[config.mk]
export PLATFORM = sky130hd
export DESIGN_NAME = nkf_cell
export DESIGN_NICKNAME = d
export VERILOG_FILES = /design/src/sv/nkf_pkg.sv /design/src/sv/nkf_cell.sv
export SDC_FILE = /design/constraint.sdc
export NUM_CORES = 1
export LEC_CHECK = 0
export ABC_AREA = 1
export BUFFER_PORTS_ARGS = -buffer_cell sky130_fd_sc_hd__buf_4
export CAP_MARGIN = 20
export CORE_MARGIN = 4
export CORE_UTILIZATION = 55
export DETAILED_ROUTE_END_ITERATION = 8
export GPL_TIMING_DRIVEN = 1
export MAX_ROUTING_LAYER = met4
export PLACE_DENSITY_LB_ADDON = 0.3
export SYNTH_ARGS = -nofsm -noshare
export SYNTH_HDL_FRONTEND = slang
export SYNTH_SLANG_ARGS = --single-unit
[constraint.sdc]
create_clock -name clk -period 3.75 [get_ports clk]
set_clock_uncertainty 0.05 [all_clocks]
set_input_delay 0.5625 -clock clk [delete_from_list [all_inputs] [get_ports clk]]
set_output_delay 0.5625 -clock clk [all_outputs]
set_load 0.02 [all_outputs]
[src/sv/nkf_pkg.sv]
// Package for the keyword filter: sizes, operation codes, the inter-cell record and helpers.
`default_nettype none
package nkf_pkg;

  localparam int NUM_PATTERNS = 16;
  localparam int PATTERN_LEN  = 32;

  localparam int IDX_W = (NUM_PATTERNS > 1) ? $clog2(NUM_PATTERNS) : 1;
  localparam int LEN_W = $clog2(PATTERN_LEN + 1);
  localparam int CMP_W = (IDX_W > 4) ? IDX_W : 4;

  localparam logic [PATTERN_LEN-1:0] PROG_ONE = PATTERN_LEN'(1);

  typedef enum logic [1:0] {
    OP_MSG   = 2'd0,
    OP_WRITE = 2'd1,
    OP_CLEAR = 2'd2
  } op_t;

  typedef struct packed {
    logic             vld;
    op_t              op;
    logic [7:0]       char_val;
    logic             blank;
    logic [3:0]       slot;
    logic [4:0]       pos;
    logic             last;
    logic             bad;
    logic [IDX_W-1:0] hit;
  } stage_t;

  function automatic logic is_blank(input logic [7:0] c);
    is_blank = (c == 8'h20) || ((c >= 8'h09) && (c <= 8'h0D));
  endfunction

  function automatic logic [7:0] fold_lower(input logic [7:0] c);
    fold_lower = ((c >= 8'h41) && (c <= 8'h5A)) ? (c + 8'h20) : c;
  endfunction

endpackage
`default_nettype wire

[src/sv/nkf_cell.sv]
// One pattern slot: stored pattern, shift-and progress and a pipeline stage to the next slot.
`default_nettype none
module nkf_cell (
  input  wire logic                     clk,
  input  wire logic                     rst_n,
  input  wire logic                     adv,
  input  wire logic [nkf_pkg::IDX_W-1:0] cell_idx,
  input  wire nkf_pkg::stage_t          stage_i,
  output nkf_pkg::stage_t               stage_o
);

  logic [7:0]                       chars_r   [nkf_pkg::PATTERN_LEN];
  logic [7:0]                       chars_nxt [nkf_pkg::PATTERN_LEN];
  logic [nkf_pkg::LEN_W-1:0]        len_r, len_nxt;
  logic                             valid_r, valid_nxt;
  logic [nkf_pkg::PATTERN_LEN-1:0]  prog_r, prog_nxt;
  logic                             found_r, found_nxt;
  nkf_pkg::stage_t                  stage_r, stage_nxt;
  logic [nkf_pkg::PATTERN_LEN-1:0]  eq;
  logic [nkf_pkg::PATTERN_LEN-1:0]  top;
  logic [nkf_pkg::PATTERN_LEN-1:0]  d;
  logic                             slot_hit;
  logic                             pos_ok;

  always_comb begin
    for (int i = 0; i < nkf_pkg::PATTERN_LEN; i++) begin
      eq[i]  = (chars_r[i] == stage_i.char_val) && (nkf_pkg::LEN_W'(i) < len_r);
      top[i] = (nkf_pkg::LEN_W'(i + 1) == len_r);
    end
    d        = ((prog_r << 1) | nkf_pkg::PROG_ONE) & eq;
    slot_hit = (nkf_pkg::CMP_W'(stage_i.slot) == nkf_pkg::CMP_W'(cell_idx));
    pos_ok   = (int'(stage_i.pos) < nkf_pkg::PATTERN_LEN);
  end

  always_comb begin
    chars_nxt = chars_r;
    len_nxt   = len_r;
    valid_nxt = valid_r;
    prog_nxt  = prog_r;
    found_nxt = found_r;
    stage_nxt = stage_r;
    if (adv) begin
      stage_nxt = stage_i;
      if (stage_i.vld) begin
        unique case (stage_i.op)
          nkf_pkg::OP_MSG: begin
            if (!stage_i.blank && valid_r && (len_r != '0)) begin
              prog_nxt = d;
              if (|(d & top)) begin
                found_nxt = 1'b1;
              end
            end
            if (stage_i.last) begin
              if (!stage_i.bad && found_nxt) begin
                stage_nxt.bad = 1'b1;
                stage_nxt.hit = cell_idx;
              end
              prog_nxt  = '0;
              found_nxt = 1'b0;
            end
          end
          nkf_pkg::OP_WRITE: begin
            if (slot_hit && pos_ok) begin
              for (int i = 0; i < nkf_pkg::PATTERN_LEN; i++) begin
                if (int'(stage_i.pos) == i) begin
                  chars_nxt[i] = stage_i.char_val;
                end
              end
              prog_nxt  = '0;
              found_nxt = 1'b0;
              if (stage_i.last) begin
                len_nxt   = nkf_pkg::LEN_W'({1'b0, stage_i.pos} + 6'd1);
                valid_nxt = 1'b1;
              end
            end
          end
          nkf_pkg::OP_CLEAR: begin
            len_nxt   = '0;
            valid_nxt = 1'b0;
            prog_nxt  = '0;
            found_nxt = 1'b0;
          end
          default: begin
          end
        endcase
      end
    end
  end

  always_ff @(posedge clk) begin
    chars_r <= chars_nxt;
    if (!rst_n) begin
      len_r         <= '0;
      valid_r       <= 1'b0;
      prog_r        <= '0;
      found_r       <= 1'b0;
      stage_r.vld   <= 1'b0;
    end else begin
      len_r   <= len_nxt;
      valid_r <= valid_nxt;
      prog_r  <= prog_nxt;
      found_r <= found_nxt;
      stage_r <= stage_nxt;
    end
  end

  assign stage_o = stage_r;

endmodule
`default_nettype wire

Word level (Yosys, flattened, before mapping)
Cells that the tools add are included.
- word-level logic and storage cells: 282
- register bits: 322
- $add $sub $neg: 1
- muxes and demuxes: 22
- bitwise gates (word level): 2
- reductions and logical operators: 79
- equality and inequality tests: 101
- order comparisons: 32
- operator list (operator ; count):
    $eq A8 B8 Y1 ; 32
    $reduce_and A5 Y1 ; 34
    $eq A5 B6 Y1 const A ; 16
    $lt A5 B6 Y1 const A ; 16
    $mux W31 ; 3
    $pmux W31 S3 ; 1
    $eq A5 B5 Y1 const B ; 16
    $and A32 B32 Y32 ; 2
    $eq A4 B6 Y1 const A ; 8
    $lt A4 B6 Y1 const A ; 8
    $eq A5 B4 Y1 const B ; 8
    $logic_and A1 B1 Y1 ; 35
    $reduce_or A32 Y1 ; 1
    $eq A3 B6 Y1 const A ; 4
    $lt A3 B6 Y1 const A ; 4
    $eq A5 B3 Y1 const B ; 4
    $mux W5 ; 4
    $eq A2 B6 Y1 const A ; 2
    $lt A1 B6 Y1 const A ; 2
    $lt A2 B6 Y1 const A ; 2
    $mux W6 ; 2
    $pmux W6 S2 ; 1
    $eq A5 B2 Y1 const B ; 2
    $mux W1 ; 9
    19 further kinds ; 21

Logic depth before layout (Yosys ltp)
- depth in word-level cells: 15
- depth in mapped cells: 20
- gate-level depth less buffers: 17

Worst setup path after synthesis
Ideal clock, no wire load.
- path type: input to register
- from: input port stage_i[25] (netlist name)
- to: register chars_r[100] (netlist name), enable pin
- data required time: 3330 ps
- path slack: 1512 ps
- stages on the path: 7
- arrival time: 1818 ps
- library setup time: 370 ps
- cell sequence: inv_1 ha_1 inv_1 nor2_1 nand2_1 clkbuf_1 nor2_1
- longest elaborated chain between the ends: 2
- ends and longest elaborated chain (what ; RTL line ; source):
    start, declared ; nkf_cell.sv:8 ; input wire nkf_pkg::stage_t stage_i,
    $eq A2 B1 Y1 ; nkf_cell.sv:45 ; unique case (stage_i.op)
    $reduce_and A5 Y1 (no source line) ; - ;
    end signal, assigned ; nkf_cell.sv:91 ; chars_r <= chars_nxt;
    end, declared ; nkf_cell.sv:12 ; logic [7:0] chars_r [nkf_pkg::PATTERN_LEN];
Every way passes these cells.
A chain may end at the register's enable or synchronous reset.

Worst setup path after layout
- from: register len_r[0] (netlist name)
- to: register stage_r, in the netlist stage_o[3], data pin
- longest elaborated chain between the ends: 15
- elaborated cells between the ends (all ways): 111
- ends and longest elaborated chain (what ; RTL line ; source):
    start, declared ; nkf_cell.sv:14 ; logic [nkf_pkg::LEN_W-1:0] len_r, len_nxt;
    start signal, assigned ; nkf_cell.sv:99 ; len_r <= len_nxt;
    $lt A1 B6 Y1, or another cell as far along ; nkf_cell.sv:27 ; eq[i] = (chars_r[i] == stage_i.char_val) && (nkf_pkg::LEN_W'(i) < len_r);
    $logic_and A1 B1 Y1 ; nkf_cell.sv:27 ;
    $and A32 B32 Y32 ; nkf_cell.sv:30 ; d = ((prog_r << 1) | nkf_pkg::PROG_ONE) & eq;
    $and A32 B32 Y32 ; nkf_cell.sv:49 ; if (|(d & top)) begin
    $reduce_or A32 Y1 ; nkf_cell.sv:49 ;
    $mux W1 ; nkf_cell.sv:49 ;
    $mux W1 (*) ; nkf_cell.sv:47 ; if (!stage_i.blank && valid_r && (len_r != '0)) begin
    $mux W1 (*) ; nkf_cell.sv:45 ;
    $mux W1 (*) ; nkf_cell.sv:44 ; if (stage_i.vld) begin
    $mux W1 (*) ; nkf_cell.sv:42 ; if (adv) begin
    $logic_and A1 B1 Y1 (*) ; nkf_cell.sv:54 ; if (!stage_i.bad && found_nxt) begin
    $mux W5 (*) ; nkf_cell.sv:54 ;
    $mux W5 (*) ; nkf_cell.sv:53 ; if (stage_i.last) begin
    $mux W5 (*) ; nkf_cell.sv:45 ;
    $mux W5 (*) ; nkf_cell.sv:44 ;
    end signal, assigned ; nkf_cell.sv:103 ; stage_r <= stage_nxt;
    end, declared ; nkf_cell.sv:18 ; nkf_pkg::stage_t stage_r, stage_nxt;
Mark *: on every way between the ends. The rest lies on a longest branch, timed or not. The select of a mux whose other input is x is not followed.

==> flow_summary.json <==
{
  "syn_area_per_cell_um2": 8.91,
  "status": "complete, no violations",
  "p_sw_uw": 1790,
  "drtIter0Drc": 1333,
  "power_density_nw_per_um2": 433,
  "rsz0062_at_grt": "false",
  "seqPwrFrac_pct": 50.9,
  "dp_slack_ps": 585,
  "synth_fp_nets": 1814,
  "clock_sinks": 322,
  "vias": 12305,
  "critical_path_class": "flip-flop to flip-flop",
  "cts_root_buffer": "clkbuf_16",
  "final_nets": 1907,
  "start_util_pct": 56.3,
  "seq_area_um2": 9270,
  "dpl.hpwl_mm": 30.2,
  "num_io_pins": 61,
  "h-tree-depth": 2,
  "multiInputGateArea_um2": 5410,
  "crit_path_end_kind": "flip-flop",
  "cts_tree": "done",
  "yosysSeqAreaShare_pct": 58.8,
  "post-cts-setup-buffers": 0,
  "drive_above_1_share_pct": 10.7,
  "maxSlewViolCount": 0,
  "crit_slowest_cell": "nor2_1",
  "finalWirelength_mm": 45.1,
  "grt_use_total_pct": 29.7,
  "worst_slew_pin_slew_ps": 989,
  "die_area_um2": 31400,
  "path_common_cell": "nand2_1",
  "finalHoldViolCount": 0,
  "drc": 0,
  "setup_viol": 0,
  "grt_pass1_vias": 12002,
  "cp_num_buf_inv": 1,
  "firstDrtPassIters": 6,
  "fin_ws_ps": 603,
  "clockPowerShare_pct": 41.4,
  "critPathArrivalTime_ps": 3360,
  "ir_worst_vdd_v": 0.000397,
  "grt_max_degree": 60,
  "cpLargestDelayFamily": "simple AND/OR/NAND/NOR gates",
  "critical_path.cell_chain": "nor2_2, inv_1, nor2_1, nor3_1, nand3_1, nand2_1, nor2_1, nand2_1, nor2_1, nand2_1, nand2_2, nand2_4, nand3_1, nand2_1",
  "syn_area_um2": 15800,
  "grt_first_pass_wirelength_mm": 68.9,
  "cts.clk_slew.worst_paths_ps": 60,
  "overflow": 0,
  "fp-row-count": 61,
  "yosysTopAreaCell": "edfxtp_1",
  "synth_area_leaders": "edfxtp_1, nand2_1, nor2_1",
  "core-area_um2": 28000,
  "critPathLaunchType": "flip-flop",
  "cts_buffer_depth": 3,
  "vias_per_cell": 5.43,
  "post_cts_resized": 0,
  "die_x_um": 177,
  "maxCapViolCount": 0,
  "ys_ff_latch": 322,
  "fillers": 2283,
  "hp-class": "input pin to flip-flop",
  "slowest_delay_ps": 490,
  "ctsHoldBuffers": 0,
  "area_growth_syn_to_layout_pct": 13.6,
  "path_max_fanout": 7,
  "netlist.area_leader.share_pct": 53.7,
  "clkLatencyLatePin_ps": 520,
  "tns_ps": 0,
  "cp.required_ps": 3970,
  "detail-route-antenna-nets": 0,
  "n_antenna_cell": 0,
  "switching_share_pct": 23.1,
  "fmax_ghz": 0.318,
  "slew_headroom_pct": 34.0,
  "wire_per_inst_um": 19.9,
  "finalCriticalPeriod_ps": 3150,
  "internal_power_uw": 5970,
  "io_buffers": 60,
  "ys.warnings.count": 0,
  "antenna_found_initial": 0,
  "ys_types": 39,
  "finalCritPeriodShare_pct": 83.9,
  "power_leakage_uw": 0.00738,
  "routabilityCongestion": 0.972,
  "p_comb_share_pct": 7.7,
  "cts_buffers": 35,
  "syn_inst": 1770,
  "die_h_um": 177
}
==> metrics by stage <==
stage	cell area (µm²)	hold slack [ps]	total power [µW]	util, %	instances
floorplan	15800	379	4350	-	1770
global placement	16900	389	4610	60.2	2204
detailed placement	16900	399	4620	60.2	2204
CTS	17900	176	7800	64.0	2268
global route	17900	175	8020	64.0	2268
finish	17900	190	7770	64.0	2268
==> synth_stat cells <==
cell	instances
nor2_1	283
nand3_1	70
clkbuf_1	9
a21oi_2	1
ha_1	10
nor3_2	1
o21ai_0	48
o211ai_1	3
buf_2	31
inv_1	178
inv_2	14
nor3_1	9
edfxtp_1	282
a31oi_1	1
nand2_2	6
a21oi_1	29
a41oi_1	2
clkinv_1	4
nor2_2	5
buf_6	3
dfxtp_1	40
a211oi_1	13
or2_2	6
xnor2_1	62
nor4_1	1
o21ai_1	11
nor2_4	1
nand3b_1	2
buf_4	18
nand3_2	1
nand4_1	33
or2_0	2
nand2_1	572
xor2_1	11
o31ai_1	1
nand2_4	2
o22ai_1	2
o21a_1	2
o21bai_2	1
==> final timing paths <==
kind / cells past startpoint / slack (ps) / start / endpoint
setup / recovery: 14 / 600 / len_r[0]$_SDFFE_PN0P_ / stage_o[3]$_DFFE_PP_
hold / removal: 1 / 190 / stage_i[15] / stage_o[15]$_DFFE_PP_
setup reg to reg: 14 / 600 / len_r[0]$_SDFFE_PN0P_ / stage_o[3]$_DFFE_PP_
hold reg to reg: 2 / 410 / prog_r[12]$_SDFFE_PN0P_ / prog_r[12]$_SDFFE_PN0P_
==> cell usage in the layout, fill, tap and decap left out, types with 11 or more instances in the layout <==
| cell type | netlist | layout |
|---|---|---|
| nand2_1 | 572 | 572 |
| nor2_1 | 283 | 283 |
| edfxtp_1 | 282 | 282 |
| inv_1 | 178 | 178 |
| buf_4 | 18 | 110 |
| nand3_1 | 70 | 70 |
| xnor2_1 | 62 | 62 |
| o21ai_0 | 48 | 48 |
| dfxtp_1 | 40 | 40 |
| clkbuf_16 | 0 | 36 |
| nand4_1 | 33 | 33 |
| a21oi_1 | 29 | 29 |
| inv_2 | 14 | 14 |
| a211oi_1 | 13 | 13 |
| clkinv_1 | 4 | 12 |
| o21ai_1 | 11 | 11 |
| xor2_1 | 11 | 11 |
==> area by class of cell <==
type,count,share of cell area (%)
clock buffers,46,5.29
multi-input cells,1191,30.2
inverters,196,4.10
clock inverters,18,0.684
flip-flops and latches,322,51.7
well taps,378,2.64
repair buffers,117,5.39
==> power groups by stage <==
stage	clock (µW)	sequential, µW	combinational, µW
finish	3220	3950	598
global route	3420	3960	647
CTS	3250	3950	593
detailed placement	0	4030	590
global placement	0	4030	582
floorplan	0	4050	307
==> registers in the layout (all words and copies together) (netlist names) <==
name	count
stage_o	27
prog_r	31
len_r	6
found_r	1
valid_r	1
chars_r	256
==> worst register-to-register path: stages, from the launching register on <==
cell and delay [ps]:
dfxtp_1 370, nor2_2 430, inv_1 220, nor2_1 490, nor3_1 140, nand3_1 110
nand2_1 60, nor2_1 250, nand2_1 100, nor2_1 170, nand2_1 160, nand2_2 110
nand2_4 80, nand3_1 90, nand2_1 60
==> layer usage <==
layer / track usage [%] / up-vias / wire length (µm)
met5: - / - / 0
met4: 9.06 / 0 / 1340
met3: 3.96 / 111 / 3470
met2: 48.3 / 566 / 21400
met1: 39.4 / 5752 / 18900
li1: - / 5876 / -
==> logic make-up (layout without fill, tap and decap cells) <==
logic type | Yosys count | count (layout) | synth area share, %
buf+inv | 257 | 377 | 6.93
fa+ha+maj | 10 | 10 | 0.793
xor+xnor | 73 | 73 | 4.05
simple gates | 994 | 994 | 25.4
compound gates | 114 | 114 | 4.05
flops | 322 | 322 | 58.8
(Power assumes the default switching activity.)
